File: src/rtl/core/rvcd_pkg.sv
// Shared types and encodings for the compressed instruction decoder.
package rvcd_pkg;

    // Opcode quadrant, bits 1:0 of the word
    localparam logic [1:0] QUAD_0 = 2'b00;
    localparam logic [1:0] QUAD_1 = 2'b01;
    localparam logic [1:0] QUAD_2 = 2'b10;

    // funct3, bits 15:13
    localparam logic [2:0] F3_0 = 3'b000;
    localparam logic [2:0] F3_1 = 3'b001;
    localparam logic [2:0] F3_2 = 3'b010;
    localparam logic [2:0] F3_3 = 3'b011;
    localparam logic [2:0] F3_4 = 3'b100;
    localparam logic [2:0] F3_5 = 3'b101;
    localparam logic [2:0] F3_6 = 3'b110;
    localparam logic [2:0] F3_7 = 3'b111;

    // Quadrant 1 funct3 = 100 sub-group, bits 11:10
    localparam logic [1:0] ARITH_SRLI = 2'b00;
    localparam logic [1:0] ARITH_SRAI = 2'b01;
    localparam logic [1:0] ARITH_ANDI = 2'b10;
    localparam logic [1:0] ARITH_REG  = 2'b11;

    // Register-register group, bits 6:5
    localparam logic [1:0] RR_SUB = 2'b00;
    localparam logic [1:0] RR_XOR = 2'b01;
    localparam logic [1:0] RR_OR  = 2'b10;
    localparam logic [1:0] RR_AND = 2'b11;

    localparam logic [4:0] REG_ZERO = 5'd0;
    localparam logic [4:0] REG_RA   = 5'd1;
    localparam logic [4:0] REG_SP   = 5'd2;

    localparam int unsigned IMM_W = 18;

    typedef enum logic [3:0] {
        OP_ADD  = 4'd0,
        OP_SUB  = 4'd1,
        OP_XOR  = 4'd2,
        OP_OR   = 4'd3,
        OP_AND  = 4'd4,
        OP_SLL  = 4'd5,
        OP_SRL  = 4'd6,
        OP_SRA  = 4'd7,
        OP_JAL  = 4'd8,
        OP_JALR = 4'd9,
        OP_LW   = 4'd10,
        OP_SW   = 4'd11,
        OP_BEQ  = 4'd12,
        OP_BNE  = 4'd13
    } t_op;

    typedef enum logic [2:0] {
        UNIT_ALU    = 3'd0,
        UNIT_LOAD   = 3'd1,
        UNIT_STORE  = 3'd2,
        UNIT_BRANCH = 3'd3,
        UNIT_EBREAK = 3'd4
    } t_unit;

    typedef struct packed {
        logic [IMM_W-1:0] imm;
        t_op              op;
        t_unit            unit;
        logic [4:0]       rd;
        logic [4:0]       rs1;
        logic [4:0]       rs2;
        logic             uses_imm;
        logic             link_jump;
        logic             illegal;
    } t_uop;

endpackage

File: src/rtl/core/rvc_compressed_decoder.sv
// RV32C compressed decoder. A 16-bit word is taken on any clock edge where
// start is high (busy is never raised, so one word per cycle is taken
// indefinitely). The decoded micro-op appears at the result register output,
// held for exactly one cycle and marked by o_valid; there is no back-pressure, so the
// receiver must capture it in that cycle or lose it. Latency is set by the
// input register and the result register around a single decode stage;
// throughput is one word per clock. Illegal words give o_illegal high with
// every other field zero.
module rvc_compressed_decoder (
    input  logic               i_clk,
    input  logic               i_rst_n,
    input  logic               start,
    output logic               busy,
    input  logic [15:0]        i_instr,
    output logic               o_valid,
    output logic signed [17:0] o_imm,
    output logic [3:0]         o_op_code,
    output logic [2:0]         o_unit,
    output logic [4:0]         o_dest_reg,
    output logic [4:0]         o_src1_reg,
    output logic [4:0]         o_src2_reg,
    output logic               o_uses_imm,
    output logic               o_is_link_jump,
    output logic               o_illegal
);

    // Input stage: word register plus its valid flag
    logic           r_in_vld;
    logic           n_in_vld;
    logic [15:0]    r_instr;

    // Result stage
    logic           r_out_vld;
    logic           n_out_vld;
    rvcd_pkg::t_uop r_uop;
    rvcd_pkg::t_uop n_uop;

    // Decoder never stalls; a fresh word may enter every cycle.
    assign busy      = 1'b0;
    assign n_in_vld  = start & ~busy;
    assign n_out_vld = r_in_vld;

    rvcd_decode u_decode (
        .i_instr (r_instr),
        .o_uop   (n_uop)
    );

    // Control flags: synchronous active-low reset
    always_ff @(posedge i_clk) begin
        if (!i_rst_n) begin
            r_in_vld  <= 1'b0;
            r_out_vld <= 1'b0;
        end else begin
            r_in_vld  <= n_in_vld;
            r_out_vld <= n_out_vld;
        end
    end

    // Payload: captured only alongside a valid word, no reset needed
    always_ff @(posedge i_clk) begin
        if (n_in_vld) begin
            r_instr <= i_instr;
        end
        if (n_out_vld) begin
            r_uop <= n_uop;
        end
    end

    // Result ports straight from the result register
    assign o_valid        = r_out_vld;
    assign o_imm          = signed'(r_uop.imm);
    assign o_op_code      = r_uop.op;
    assign o_unit         = r_uop.unit;
    assign o_dest_reg     = r_uop.rd;
    assign o_src1_reg     = r_uop.rs1;
    assign o_src2_reg     = r_uop.rs2;
    assign o_uses_imm     = r_uop.uses_imm;
    assign o_is_link_jump = r_uop.link_jump;
    assign o_illegal      = r_uop.illegal;

endmodule

File: src/rtl/core/rvcd_decode.sv
// Combinational decode of one 16-bit compressed word into a micro-op.
module rvcd_decode (
    input  logic [15:0]      i_instr,
    output rvcd_pkg::t_uop   o_uop
);

    logic [15:0] w;
    logic [2:0]  f3;
    logic [4:0]  rd_full;
    logic [4:0]  rs2_full;
    logic [4:0]  reg_a;
    logic [4:0]  reg_b;
    logic [17:0] imm6s;
    logic [17:0] jmp_ofs;
    rvcd_pkg::t_uop uop_zero;
    rvcd_pkg::t_uop uop_bad;

    assign w        = i_instr;
    assign f3       = w[15:13];
    assign rd_full  = w[11:7];
    assign rs2_full = w[6:2];
    // rd'/rs1'/rs2' map onto x8..x15
    assign reg_a    = {2'b01, w[9:7]};
    assign reg_b    = {2'b01, w[4:2]};

    assign imm6s   = {{12{w[12]}}, w[12], w[6:2]};
    assign jmp_ofs = {{6{w[12]}}, w[12], w[8], w[10:9], w[6], w[7], w[2], w[11],
                      w[5:3], 1'b0};

    always_comb begin
        uop_zero           = '0;
        uop_zero.op        = rvcd_pkg::OP_ADD;
        uop_zero.unit      = rvcd_pkg::UNIT_ALU;
        uop_bad            = uop_zero;
        uop_bad.illegal    = 1'b1;
    end

    always_comb begin
        o_uop = uop_zero;
        priority if (w == 16'h0000) begin
            o_uop = uop_bad;
        end else begin
            unique case (w[1:0])
                rvcd_pkg::QUAD_0: begin
                    unique case (f3)
                        rvcd_pkg::F3_0: begin  // addi4spn
                            o_uop.imm      = {8'b0, w[10:7], w[12:11], w[5], w[6], 2'b0};
                            o_uop.rd       = reg_b;
                            o_uop.rs1      = rvcd_pkg::REG_SP;
                            o_uop.uses_imm = 1'b1;
                        end
                        rvcd_pkg::F3_2: begin  // lw
                            o_uop.imm      = {11'b0, w[5], w[12:10], w[6], 2'b0};
                            o_uop.op       = rvcd_pkg::OP_LW;
                            o_uop.unit     = rvcd_pkg::UNIT_LOAD;
                            o_uop.rd       = reg_b;
                            o_uop.rs1      = reg_a;
                            o_uop.uses_imm = 1'b1;
                        end
                        rvcd_pkg::F3_6: begin  // sw
                            o_uop.imm      = {11'b0, w[5], w[12:10], w[6], 2'b0};
                            o_uop.op       = rvcd_pkg::OP_SW;
                            o_uop.unit     = rvcd_pkg::UNIT_STORE;
                            o_uop.rs1      = reg_a;
                            o_uop.rs2      = reg_b;
                            o_uop.uses_imm = 1'b1;
                        end
                        default: o_uop = uop_bad;
                    endcase
                end
                rvcd_pkg::QUAD_1: begin
                    o_uop.uses_imm = 1'b1;
                    unique case (f3)
                        rvcd_pkg::F3_0: begin  // addi
                            o_uop.imm = imm6s;
                            o_uop.rd  = rd_full;
                            o_uop.rs1 = rd_full;
                        end
                        rvcd_pkg::F3_1: begin  // jal, links to ra
                            o_uop.imm       = jmp_ofs;
                            o_uop.op        = rvcd_pkg::OP_JAL;
                            o_uop.rd        = rvcd_pkg::REG_RA;
                            o_uop.link_jump = 1'b1;
                        end
                        rvcd_pkg::F3_2: begin  // li
                            o_uop.imm = imm6s;
                            o_uop.rd  = rd_full;
                        end
                        rvcd_pkg::F3_3: begin
                            if (rd_full == rvcd_pkg::REG_SP) begin  // addi16sp
                                o_uop.imm = {{8{w[12]}}, w[12], w[4:3], w[5], w[2], w[6],
                                             4'b0};
                                o_uop.rd  = rvcd_pkg::REG_SP;
                                o_uop.rs1 = rvcd_pkg::REG_SP;
                                o_uop.rs2 = rvcd_pkg::REG_SP;
                            end else begin  // lui
                                o_uop.imm = {w[12], w[6:2], 12'b0};
                                o_uop.rd  = rd_full;
                            end
                        end
                        rvcd_pkg::F3_4: begin
                            o_uop.rd  = reg_a;
                            o_uop.rs1 = reg_a;
                            unique case (w[11:10])
                                rvcd_pkg::ARITH_SRLI: begin
                                    o_uop.imm = {12'b0, w[12], w[6:2]};
                                    o_uop.op  = rvcd_pkg::OP_SRL;
                                end
                                rvcd_pkg::ARITH_SRAI: begin
                                    o_uop.imm = {12'b0, w[12], w[6:2]};
                                    o_uop.op  = rvcd_pkg::OP_SRA;
                                end
                                rvcd_pkg::ARITH_ANDI: begin
                                    o_uop.imm = imm6s;
                                    o_uop.op  = rvcd_pkg::OP_AND;
                                end
                                rvcd_pkg::ARITH_REG: begin
                                    o_uop.rs2      = reg_b;
                                    o_uop.uses_imm = 1'b0;
                                    unique case (w[6:5])
                                        rvcd_pkg::RR_SUB: o_uop.op = rvcd_pkg::OP_SUB;
                                        rvcd_pkg::RR_XOR: o_uop.op = rvcd_pkg::OP_XOR;
                                        rvcd_pkg::RR_OR:  o_uop.op = rvcd_pkg::OP_OR;
                                        rvcd_pkg::RR_AND: o_uop.op = rvcd_pkg::OP_AND;
                                        default:          o_uop.op = rvcd_pkg::OP_SUB;
                                    endcase
                                end
                                default: o_uop = uop_bad;
                            endcase
                        end
                        rvcd_pkg::F3_5: begin  // j, as jal with x0
                            o_uop.imm       = jmp_ofs;
                            o_uop.op        = rvcd_pkg::OP_JAL;
                            o_uop.link_jump = 1'b1;
                        end
                        rvcd_pkg::F3_6, rvcd_pkg::F3_7: begin  // beqz / bnez
                            o_uop.imm  = {{9{w[12]}}, w[12], w[6:5], w[2], w[11:10], w[4:3],
                                          1'b0};
                            o_uop.op   = (f3 == rvcd_pkg::F3_6) ? rvcd_pkg::OP_BEQ
                                                                : rvcd_pkg::OP_BNE;
                            o_uop.unit = rvcd_pkg::UNIT_BRANCH;
                            o_uop.rs1  = reg_a;
                        end
                        default: o_uop = uop_bad;
                    endcase
                end
                rvcd_pkg::QUAD_2: begin
                    unique case (f3)
                        rvcd_pkg::F3_0: begin  // slli, rs2 mirrors rd
                            o_uop.imm      = {12'b0, w[12], w[6:2]};
                            o_uop.op       = rvcd_pkg::OP_SLL;
                            o_uop.rd       = rd_full;
                            o_uop.rs1      = rd_full;
                            o_uop.rs2      = rd_full;
                            o_uop.uses_imm = 1'b1;
                        end
                        rvcd_pkg::F3_2: begin  // lwsp
                            o_uop.imm      = {10'b0, w[3:2], w[12], w[6:4], 2'b0};
                            o_uop.op       = rvcd_pkg::OP_LW;
                            o_uop.unit     = rvcd_pkg::UNIT_LOAD;
                            o_uop.rd       = rd_full;
                            o_uop.rs1      = rvcd_pkg::REG_SP;
                            o_uop.uses_imm = 1'b1;
                        end
                        rvcd_pkg::F3_6: begin  // swsp
                            o_uop.imm      = {10'b0, w[8:7], w[12:9], 2'b0};
                            o_uop.op       = rvcd_pkg::OP_SW;
                            o_uop.unit     = rvcd_pkg::UNIT_STORE;
                            o_uop.rs1      = rvcd_pkg::REG_SP;
                            o_uop.rs2      = rs2_full;
                            o_uop.uses_imm = 1'b1;
                        end
                        rvcd_pkg::F3_4: begin
                            if (!w[12]) begin
                                priority if (rd_full == rvcd_pkg::REG_ZERO) begin
                                    o_uop = uop_bad;
                                end else if (rs2_full == rvcd_pkg::REG_ZERO) begin  // jr
                                    o_uop.op  = rvcd_pkg::OP_JALR;
                                    o_uop.rs1 = rd_full;
                                    o_uop.rs2 = rs2_full;
                                end else begin  // mv
                                    o_uop.rd  = rd_full;
                                    o_uop.rs2 = rs2_full;
                                end
                            end else begin
                                priority if (rs2_full == rvcd_pkg::REG_ZERO &&
                                             rd_full == rvcd_pkg::REG_ZERO) begin
                                    o_uop.unit = rvcd_pkg::UNIT_EBREAK;
                                end else if (rs2_full == rvcd_pkg::REG_ZERO) begin  // jalr
                                    o_uop.op  = rvcd_pkg::OP_JALR;
                                    o_uop.rd  = rvcd_pkg::REG_RA;
                                    o_uop.rs1 = rd_full;
                                    o_uop.rs2 = rs2_full;
                                end else if (rd_full != rvcd_pkg::REG_ZERO) begin  // add
                                    o_uop.rd  = rd_full;
                                    o_uop.rs1 = rd_full;
                                    o_uop.rs2 = rs2_full;
                                end else begin
                                    o_uop = uop_bad;
                                end
                            end
                        end
                        default: o_uop = uop_bad;
                    endcase
                end
                default: o_uop = uop_bad;  // quadrant 3 is not compressed
            endcase
        end
    end

endmodule

File: config.mk
export PLATFORM = sky130hd
export DESIGN_NAME = rvc_compressed_decoder
export DESIGN_NICKNAME = d
export VERILOG_FILES = /design/src/rtl/core/rvcd_pkg.sv /design/src/rtl/core/rvc_compressed_decoder.sv /design/src/rtl/core/rvcd_decode.sv
export SDC_FILE = /design/constraint.sdc
export NUM_CORES = 1
export LEC_CHECK = 0
export BUFFER_PORTS_ARGS = -buffer_cell sky130_fd_sc_hd__buf_2
export CAP_MARGIN = 30
export CORE_ASPECT_RATIO = 0.5
export CORE_MARGIN = 1
export CORE_UTILIZATION = 56
export DETAILED_ROUTE_END_ITERATION = 7
export PLACE_DENSITY = 0.9
export SLEW_MARGIN = 20
export SYNTH_ARGS = -nofsm -noshare
export SYNTH_HDL_FRONTEND = slang
export SYNTH_SLANG_ARGS = --single-unit
File: constraint.sdc
create_clock -name i_clk -period 2.7 [get_ports i_clk]
set_clock_uncertainty 0.1 [all_clocks]
set_input_delay 0.27 -clock i_clk [delete_from_list [all_inputs] [get_ports i_clk]]
set_output_delay 0.27 -clock i_clk [all_outputs]
set_load 0.03 [all_outputs]
[Yosys cells after proc, flatten, opt, wreduce, memory -nomap -nowiden]
Index checks and enable logic that the tools add are counted.
Word-level totals
  register bits: 61
  bits in latches: 0
  memory bits (writable): 0
  memory bits (read-only): 0
  input bits: 19
  output and inout port bits: 45
  memories: 0
Cells by class
  add/subtract/negate cells: 0
  $mul: 0
  divide/modulo/power cells: 0
  order comparisons: 0
  equality and inequality tests: 16
  shifts and indexed selects: 0
  multiplexer cells: 45
  bitwise logic cells: 0
  reductions and logical operators: 16
Operators with widths (count)
  43-bit case mux with 3 select lines: 1
  18-bit case mux with 5 select lines: 1
  12-bit case mux with 4 select lines: 1
  15-bit 2-to-1 mux: 3
  5-bit case mux with 3 select lines: 3
  18-bit case mux with 2 select lines: 1
  4-bit case mux with 4 select lines: 2
  25-bit 2-to-1 mux: 1
  4-bit 2-to-1 mux: 5
  5-bit 2-to-1 mux: 4
  10-bit case mux with 2 select lines: 1
  5-bit case mux with 2 select lines: 2
  5-bit case mux with 4 select lines: 1
  18-bit 2-to-1 mux: 1
  17-bit 2-to-1 mux: 1
  16-bit zero test: 1
  7-bit case mux with 2 select lines: 1
  3-bit equality test, second input constant: 4
  4-bit case mux with 3 select lines: 1
  2-bit equality test, second input constant: 5
  5-bit zero test: 2
  2-bit OR reduction: 5
  3-bit case mux with 3 select lines: 1
  1-bit 2-to-1 mux: 8
  15 further kinds: 21

[Depth between registers and ports, before layout]
Gate-level depths: netlist (run 1).
  depth after elaboration: 7
  gate-level depth with buffers: 6
  mapped depth without buffers: 5

[Cells and area by module]
From an unflattened synthesis (run 1), not the netlist that was laid out.
Unflattened totals
  cells, all modules: 327
  area, all modules: 3427.0 µm²
Modules (own cells, without submodules)
  rvc_compressed_decoder: times used 1, cells each 65, area an instance 1835.5 µm², seq. area each 1811.7 µm²
  rvcd_decode: times used 1, cells each 262, area an instance 1591.5 µm², seq. area each 0.0 µm²

[Worst setup path before layout (run 1)]
Ideal clock, no wire load.
  kind: register to register
  start: register r_instr[3]
  end: register r_uop (netlist bit o_src2_reg[3]), data pin
  setup time: 0.261 ns
  arrival time: 1.533 ns
  data required time: 2.339 ns
  setup slack: 0.807 ns
  stages on the path, launching flop included: 5
  clock period less this slack: 1.893 ns
  cell sequence: edfxtp_1 > nor4_4 > nand3_1 > and4_4 > a221o_1
On the way
  longest elaborated chain between the ends: 6
  elaborated cells on any way between the ends: 8
RTL lines
  start: declaration: RTL line rvc_compressed_decoder.sv:30  | logic [15:0] r_instr;
  start signal: assignment: RTL line rvc_compressed_decoder.sv:62  | r_instr <= i_instr;
  5-bit zero test: RTL line rvcd_decode.sv:186, rvcd_decode.sv:189
  15-bit 2-to-1 mux or 1-bit logical AND (tied branches): RTL line rvcd_decode.sv:189, rvcd_decode.sv:186
  18-bit 2-to-1 mux: RTL line rvcd_decode.sv:186  | priority if (rs2_full == rvcd_pkg::REG_ZERO &&
  25-bit 2-to-1 mux: RTL line rvcd_decode.sv:174  | if (!w[12]) begin
  5-bit case mux with 3 select lines: RTL line rvcd_decode.sv:148  | unique case (f3)
  43-bit case mux with 3 select lines: RTL line rvcd_decode.sv:43  | unique case (w[1:0])
  end signal: assignment: RTL line rvc_compressed_decoder.sv:65  | r_uop <= n_uop;
  end: declaration: RTL line rvc_compressed_decoder.sv:35  | rvcd_pkg::t_uop r_uop;
Parallel ways exist; a longest one is shown, timed or not.
A chain may end at the register's enable or synchronous reset.

[Final worst setup path (run 1)]
  start: register r_instr[14]
  end: register r_uop (netlist bit o_imm[4]), data pin
On the way
  longest elaborated chain between the ends: 4
  elaborated cells on any way between the ends: 17
RTL lines
  3-bit equality test (tied with other cells): RTL line rvcd_decode.sv:73  | unique case (f3)
  2-bit OR reduction, on equally long branches
  18-bit case mux with 5 select lines or 10-bit case mux with 2 select lines (tied branches): RTL line rvcd_decode.sv:73, rvcd_decode.sv:45
  43-bit case mux with 3 select lines: RTL line rvcd_decode.sv:43
Parallel ways exist; a longest one is shown, timed or not.

==> impl_summary.log, run 1 <==
INFO  metric worstPathMaxFanout = 20
INFO  metric routed_via_density = 6.91
INFO  metric largest_family_of_logic_cells_by_synthesized_area = compound AO/OA/AOI/OAI gates
INFO  metric crit_family = flip-flops
INFO  metric post_route_cells_drive_above_1_share = 28.2%
INFO  metric pwr-share-seq = 39.8%
INFO  metric die_width = 113 µm
INFO  metric post-place-ws = 0.494 ns
INFO  metric yosys_register_bits = 61
INFO  metric die_area = 6490 µm²
INFO  metric cts_max_level = 3
INFO  metric post_cts_resized = 0
INFO  metric syn_to_final_growth = 22.2%
INFO  metric detailedRoute.firstIterationViolations = 490
INFO  metric synthCells = 331
INFO  metric groute.usage.overall = 34.6%
INFO  metric run_status = finished, final reports clean
INFO  metric antenna-diode-count = 0
INFO  metric synth_fa_ha_area_share = 1.09%
INFO  metric vias_in_the_first_global_route = 2948
INFO  metric r2r_end = o_imm[4]
INFO  metric slew_headroom = 45.0%
INFO  metric min_delay_path_depth = 1
INFO  metric cts_buffers = 9
INFO  metric fin_nets = 417
INFO  metric max-cap-violations = 0
INFO  metric cts.root.buffer_cell = clkbuf_16
INFO  metric crit-reg2reg-launch = r_instr[14]
INFO  metric initial_core_utilization = 60.4%
INFO  metric totalNegativeSetupSlack = 0 ns
INFO  metric dr.pass1.iters = 5
INFO  metric synth_top_cells_by_count = 59 x edfxtp_1, 42 x a21oi_1, 21 x nand2_1, 19 x o21ai_0, 17 x clkbuf_1
INFO  metric final_core_util = 73.8%
INFO  metric layout.cell_area.non_filler = 4210 µm²
INFO  metric maximum_number_of_pins_on_one_net_before_global_route_repair = 24
INFO  metric gpl.final_weighted_congestion = 1.03
INFO  metric synthesis.area = 3440 µm²
INFO  metric post_synth_num_cell_types = 61
INFO  metric synth_sequential_area_ratio = 52.6%
INFO  metric p_clk_share = 42.0%
INFO  metric p_switching = 0.849 mW
INFO  metric path_depth_of_the_worst_reg2reg_path = 4
INFO  metric fin_crit = 2.37 ns
INFO  metric critical_path.startpoint_type = flop
INFO  metric drtAntennaViolNets = 0
INFO  metric hold_start = i_instr[6]
INFO  metric cts_tree = yes
INFO  metric yosysMostFrequentCell = edfxtp_1
INFO  metric netSwitchingFraction = 28.2%
INFO  metric numClockSinks = 61
INFO  metric synth_edf_count = 59
INFO  metric initial_antenna_violation_count = 0
INFO  metric post-layout-total-power = 3.01 mW
INFO  metric total_leakage_power = 1.58 nW
INFO  metric flip_flop_count_of_the_largest_register_after_layout = 18
INFO  metric routed_wl = 10.4 mm
INFO  metric num_vias = 3268
INFO  metric fmaxAchievable = 422 MHz
INFO  metric worst-path-buf-inv = 0
INFO  metric number_of_buffers_inserted_by_port_buffering = 62
INFO  metric placement.cell_area = 3870 µm²
INFO  metric hpwl = 7.45 mm
INFO  metric row_count = 19
INFO  metric cellInternalPower = 2.16 mW
INFO  metric vdd_ir_drop_max = 629 µV
INFO  metric worst_setup_path_startpoint = r_instr[14]
INFO  metric postCtsSetupRepairBufs = 0
INFO  metric critical_path_data_required_time = 2.80 ns
INFO  metric post_synthesis_compound_gate_area_fraction = 24.4%
INFO  metric floorplan.io_pins = 64
INFO  metric synth_simple_gate_area_share = 16.0%
INFO  metric worst_hold_path_type = in2reg
INFO  metric stdcell_count = 473
INFO  metric gate_power_share = 18.2%
INFO  metric clock_insertion_delay_at_the_later_pin_of_the_skew_report = 0.34 ns
INFO  metric period_share = 87.7%
INFO  metric synth.net_count = 353
INFO  metric core = 5710 µm²
INFO  metric clock_path_buffers = 2
INFO  metric grt_setup_unrepaired = no
INFO  metric critical_path_arrival = 2.47 ns
INFO  metric placedCellCount = 457
INFO  metric synthXorXnorAreaFrac = 0.254%
INFO  metric crit_chain = and3b_1 -> nand3_1 -> o22ai_1 -> a22o_1
INFO  metric holdBufCountCts = 0
INFO  metric syn-mean-instance-area = 10.4 µm²
INFO  metric setup_slack = 0.331 ns
INFO  metric critical_setup_path_class = reg2reg
INFO  metric reg2reg_setup_slack = 0.33 ns
INFO  metric setup_viol = 0
INFO  metric synthMuxAreaShare = 0%
INFO  metric grt_overflow_total = 0
INFO  metric synth_flop_cell = edfxtp_1
INFO  metric async_flop_share = 0%
INFO  metric report.final.hold_viol_count = 0
INFO  metric crit_path_max_incr_delay = 0.87 ns
INFO  metric routed_wire_length_per_instance = 22.0 µm
INFO  metric slew_violations = 0
INFO  metric yosysWarningCount = 0
INFO  metric synth.area.top_cells = edfxtp_1 51%, a21oi_1 6.1%, o21ai_0 2.8%
INFO  metric post-route-drc-count = 0
INFO  metric crit_path_end_kind = flop
INFO  metric max_stage_delay_cell_worst_path = edfxtp_1
INFO  metric power-per-cell-area = 714 nW/µm²
INFO  metric dieHeight = 57.4 µm
INFO  metric holdPathEnd = r_instr[6]
INFO  metric fin_hold_ws = 0.00576 ns
INFO  metric synth_top_cell_area_share = 51.5%
INFO  metric synth_area_leader_cell = edfxtp_1
INFO  metric tightest_slew = 0.825 ns
INFO  metric grt_pass1_wl = 16.2 mm
INFO  metric worst_setup_hold_path_clk_slew = 0.05 ns
-- power groups by stage --
stage / Combinational (mW) / Clock [mW] / Sequential (mW)
2_1_floorplan: 0.269 / 0 / 1.28
3_3_place_gp: 0.524 / 0 / 1.20
3_5_place_dp: 0.528 / 0 / 1.21
4_1_cts: 0.530 / 1.27 / 1.19
5_1_grt: 0.580 / 1.31 / 1.20
6_report: 0.548 / 1.26 / 1.20
-- cells in the final DEF, fill, tap and decap left out, types with 3 or more instances in the layout --
cell type    n
o22ai_1      7
clkinvlp_4   3
a211o_1      4
nor2b_1      6
nor4_1       3
o21ai_0     19
clkbuf_16    9
nand2_1     21
edfxtp_1    59
and2_1       4
a31oi_1      7
o31ai_1      4
o32ai_1      5
nor2_1      16
nor3_1       5
a21o_1       6
ha_1         3
nand2b_1     7
a21oi_1     42
buf_4       24
inv_1        9
and3_1       5
a32o_1       4
o211ai_1     7
nand3_1     11
buf_2       62
-- worst max path at each step --
stage	cells after the start	to
3_3_place_gp	5	o_src1_reg[2]
5_1_grt	5	o_src1_reg[0]
4_1_cts	5	o_src1_reg[2]
2_1_floorplan	4	o_src2_reg[3]
3_5_place_dp	5	o_src1_reg[2]
6_report	4	o_imm[4]
-- area by class of cell --
class	count	area, µm²
flip-flops and latches	61	1810
fillers	417	1500
multi-input cells	227	1440
repair buffers	86	490
clock buffers	11	253
well taps	73	91.3
clock inverters	5	82.6
inverters	10	37.5
-- layer usage --
| layer | GRT usage [%] | up-vias | share of wire, % |
|---|---|---|---|
| li1 | - | 1408 | - |
| met1 | 49.7 | 1495 | 39 |
| met2 | 47.3 | 321 | 41 |
| met3 | 11.7 | 44 | 17 |
| met4 | 16.5 | 0 | 2.9 |
| met5 | 0 | - | 0 |
-- logic make-up after synthesis --
| group | after synthesis |
|---|---|
| compound gates | 127 |
| xor+xnor | 1 |
| fa+ha+maj | 3 |
| buf+inv | 43 |
| flops | 61 |
| other cells | 1 |
| simple gates | 95 |
Note: power is estimated with default switching activity, not from simulation.
==> run 2: changes to the inputs <==
--- a/config.mk
+++ b/config.mk
@@ -5,11 +5,12 @@
 export SDC_FILE = /design/constraint.sdc
 export NUM_CORES = 1
 export LEC_CHECK = 0
+export ABC_AREA = 1
 export BUFFER_PORTS_ARGS = -buffer_cell sky130_fd_sc_hd__buf_2
 export CAP_MARGIN = 30
 export CORE_ASPECT_RATIO = 0.5
 export CORE_MARGIN = 1
-export CORE_UTILIZATION = 56
+export CORE_UTILIZATION = 55
 export DETAILED_ROUTE_END_ITERATION = 7
 export PLACE_DENSITY = 0.9
 export SLEW_MARGIN = 20
==> run 2 against run 1 <==
Effect of this change:
- power is 2.3% lower
- largest cell class unchanged
- non-clock buffer count is 14 lower
- die area is 3.6% lower
- critical path depth is 5 higher
- fmax fell by 1.0%
- setup slack worse by 0.025 ns
- flip-flop and latch count is the same
==> impl_summary.log, run 2 <==
INFO  metric totalNegativeSetupSlack = 0 ns (unchanged)
INFO  metric row_count = 19 (unchanged)
INFO  metric crit_chain = nor2_4 -> nand2_4 -> inv_1 -> nand2_1 -> nand2_1 -> nand2_1 -> o2111ai_1 -> nand2_1 -> nand2_1
INFO  metric setup_viol = 0 (unchanged)
INFO  metric async_flop_share = 0% (unchanged)
INFO  metric reg2reg_setup_slack = 0.31 ns (-0.02 ns)
INFO  metric power-per-cell-area = 728 nW/µm² (+1.9%)
INFO  metric final_common_cell = nand2_1
INFO  metric max-cap-violations = 0 (unchanged)
INFO  metric groute.usage.overall = 34.4% (-0.19 points)
INFO  metric post_route_cells_drive_above_1_share = 25.2% (-3.0 points)
INFO  metric critical_setup_path_class = reg2reg
INFO  metric critical_path.startpoint_type = flop
INFO  metric routed_wl = 10.1 mm (-2.7%)
INFO  metric die_area = 6250 µm² (-3.6%)
INFO  metric clock_insertion_delay_at_the_later_pin_of_the_skew_report = 0.34 ns (about the same)
INFO  metric initial_antenna_violation_count = 0 (unchanged)
INFO  metric maximum_number_of_pins_on_one_net_before_global_route_repair = 45 (+88%)
INFO  metric cts_tree = yes
INFO  metric grt_setup_unrepaired = no
INFO  metric core = 5590 µm² (-2.1%)
INFO  metric synth.area.top_cells = edfxtp_1 54%, nand2_1 8.3%, o21ai_0 5.5%
INFO  metric r2r_end = o_imm[3]
INFO  metric initial_core_utilization = 58.3% (-2.1 points)
INFO  metric clock_path_buffers = 2 (unchanged)
INFO  metric syn-mean-instance-area = 9.44 µm² (-9.3%)
INFO  metric vdd_ir_drop_max = 519 µV (-17%)
INFO  metric fin_nets = 441 (+5.8%)
INFO  metric path_common_cell = nand2_1
INFO  metric cts_max_level = 3 (unchanged)
INFO  metric detailedRoute.firstIterationViolations = 442 (-9.8%)
INFO  metric flip_flop_count_of_the_largest_register_after_layout = 18 (unchanged)
INFO  metric hpwl = 7.32 mm (-1.7%)
INFO  metric dr.pass1.iters = 6 (+1)
INFO  metric placedCellCount = 474 (+3.7%)
INFO  metric period_share = 88.7% (+0.92 points)
INFO  metric number_of_buffers_inserted_by_port_buffering = 62 (unchanged)
INFO  metric synth.net_count = 367 (+4.0%)
INFO  metric synthesis.area = 3260 µm² (-5.4%)
INFO  metric routed_wire_length_per_instance = 20.3 µm (-7.4%)
INFO  metric final_cell_mix = 72 x nand2_1, 62 x buf_2, 59 x edfxtp_1
INFO  metric report.final.hold_viol_count = 0 (unchanged)
INFO  metric drtAntennaViolNets = 0 (unchanged)
INFO  metric tightest_slew = 0.630 ns (-0.196 ns)
INFO  metric critical_path_arrival = 2.50 ns (+0.03 ns)
INFO  metric dieHeight = 56.4 µm (-1.8%)
INFO  metric synth_edf_count = 59 (unchanged)
INFO  metric worstPathMaxFanout = 12 (-40%)
INFO  metric holdPathEnd = r_instr[12]
INFO  metric crit-reg2reg-launch = r_instr[13]
INFO  metric fmaxAchievable = 418 MHz (-1.0%)
INFO  metric synth_sequential_area_ratio = 55.6% (+3.0 points)
INFO  metric cts.root.buffer_cell = clkbuf_16
INFO  metric hold_start = i_instr[12]
INFO  metric yosys_register_bits = 61 (unchanged)
INFO  metric die_width = 111 µm (-1.8%)
INFO  metric cts_buffers = 9 (unchanged)
INFO  metric antenna-diode-count = 0 (unchanged)
INFO  metric synthCells = 345 (+4.2%)
INFO  metric total_leakage_power = 1.67 nW (+6.0%)
INFO  metric gpl.final_weighted_congestion = 1.06 (+3.4%)
INFO  metric placement.cell_area = 3620 µm² (-6.6%)
INFO  metric critical_path_data_required_time = 2.81 ns (about the same)
INFO  metric routed_via_density = 6.12 (-11%)
INFO  metric path_depth_of_the_worst_reg2reg_path = 9 (+5)
INFO  metric worst_setup_hold_path_clk_slew = 0.05 ns (about the same)
INFO  metric synth_top_cells_by_count = 72 x nand2_1, 59 x edfxtp_1, 41 x inv_1, 36 x o21ai_0, 25 x nand3_1
INFO  metric slew_violations = 0 (unchanged)
INFO  metric vias_in_the_first_global_route = 2744 (-6.9%)
INFO  metric yosysWarningCount = 0 (unchanged)
INFO  metric yosysMostFrequentCell = nand2_1
INFO  metric stdcell_count = 497 (+5.1%)
INFO  metric post-layout-total-power = 2.94 mW (-2.3%)
INFO  metric slew_headroom = 58.0% (+13 points)
INFO  metric floorplan.io_pins = 64 (unchanged)
INFO  metric crit_path_end_kind = flop
INFO  metric layout.cell_area.non_filler = 4040 µm² (-4.1%)
INFO  metric fin_crit = 2.39 ns (+0.0249 ns)
INFO  metric synth_flop_cell = edfxtp_1
INFO  metric numClockSinks = 61 (unchanged)
INFO  metric post_synth_num_cell_types = 43 (-30%)
INFO  metric min_delay_path_depth = 1 (unchanged)
INFO  metric max_stage_delay_cell_worst_path = edfxtp_1
INFO  metric num_vias = 3043 (-6.9%)
INFO  metric synth_area_leader_cell = edfxtp_1
INFO  metric syn_to_final_growth = 23.9%
INFO  metric grt_overflow_total = 0 (unchanged)
INFO  metric post-route-drc-count = 0 (unchanged)
INFO  metric post_cts_resized = 0 (unchanged)
INFO  metric synth_top_cell_area_share = 54.4% (+2.9 points)
INFO  metric grt_pass1_wl = 15.4 mm (-5.1%)
INFO  metric crit_path_max_incr_delay = 0.57 ns (-0.30 ns)
INFO  metric worst_hold_path_type = in2reg
INFO  metric run_status = finished, final reports clean
## run 2: worst max path at each step
| stage | start | end | slack, ns |
|---|---|---|---|
| final | r_instr[13] | o_imm[3] | 0.31 |
| after global routing | r_instr[13] | o_imm[3] | 0.29 |
| after CTS | r_instr[13] | o_imm[3] | 0.46 |
| after detailed placement | r_instr[13] | o_imm[3] | 0.46 |
| after global placement | r_instr[13] | o_imm[3] | 0.30 |
| after floorplan | n_out_vld | o_dest_reg[0] | 0.97 |
## run 2: cell type report
class,count,area [µm²]
Clock buffer,13,270
Multi-Input combinational cell,229,1210
Inverter,46,174
Clock inverter,3,67.6
Sequential cell,61,1810
Tap cell,73,91.3
Timing Repair Buffer,72,413
Fill cell,402,1550
## run 2: logic make-up after synthesis
kind of cell / Yosys count / share of synthesized area [%]
AND/OR/NAND/NOR: 146 / 21.3
AO/OA/AOI/OAI: 79 / 14.4
flip-flops: 61 / 55.6
buffers and inverters: 55 / 7.34
adder cells (fa/ha/maj): 3 / 1.15
other: 1 / 0.115
## run 2: report_power, final
part / total (mW) / leakage (nW) / internal (mW) / switching (mW)
Sequential: 1.19 / 0.536 / 1.13 / 0.0651
Clock: 1.28 / 0.162 / 0.882 / 0.396
Combinational: 0.468 / 0.974 / 0.125 / 0.343
Total: 2.94 / 1.67 / 2.13 / 0.804
## run 2: worst max-delay path, delay by kind of cell (launching register included)
family / cells / cell delay (ns)
and+or+nand+nor: 7 / 1.05
DFF: 1 / 0.57
buffers and inverters: 1 / 0.37
AOI/OAI and AO/OA: 1 / 0.16
## run 2: repair_timing
item | in CTS | in global routing
hold buffers | 0 | 6
endpoints found under the hold margin | 0 | 6
setup buffers | 0 | 0
## run 2: routing by layer
metal / part of all wire, % / GRT usage [%] / up-vias
li1: - / - / 1344
met1: 42 / 48.4 / 1376
met2: 38 / 44.0 / 279
met3: 17 / 19.2 / 44
met4: 3.0 / 11.6 / 0
met5: 0 / 0 / -
## run 2: through the flow
stage	util [%]	hold WS (ns)	setup slack (ns)
4_1_cts	70.8	0.00409	0.457
5_1_grt	72.2	0.00352	0.295
6_report	72.2	0.0106	0.306
2_1_floorplan	-	0.263	0.972
3_3_place_gp	64.7	0.346	0.299
3_5_place_dp	64.7	0.348	0.463
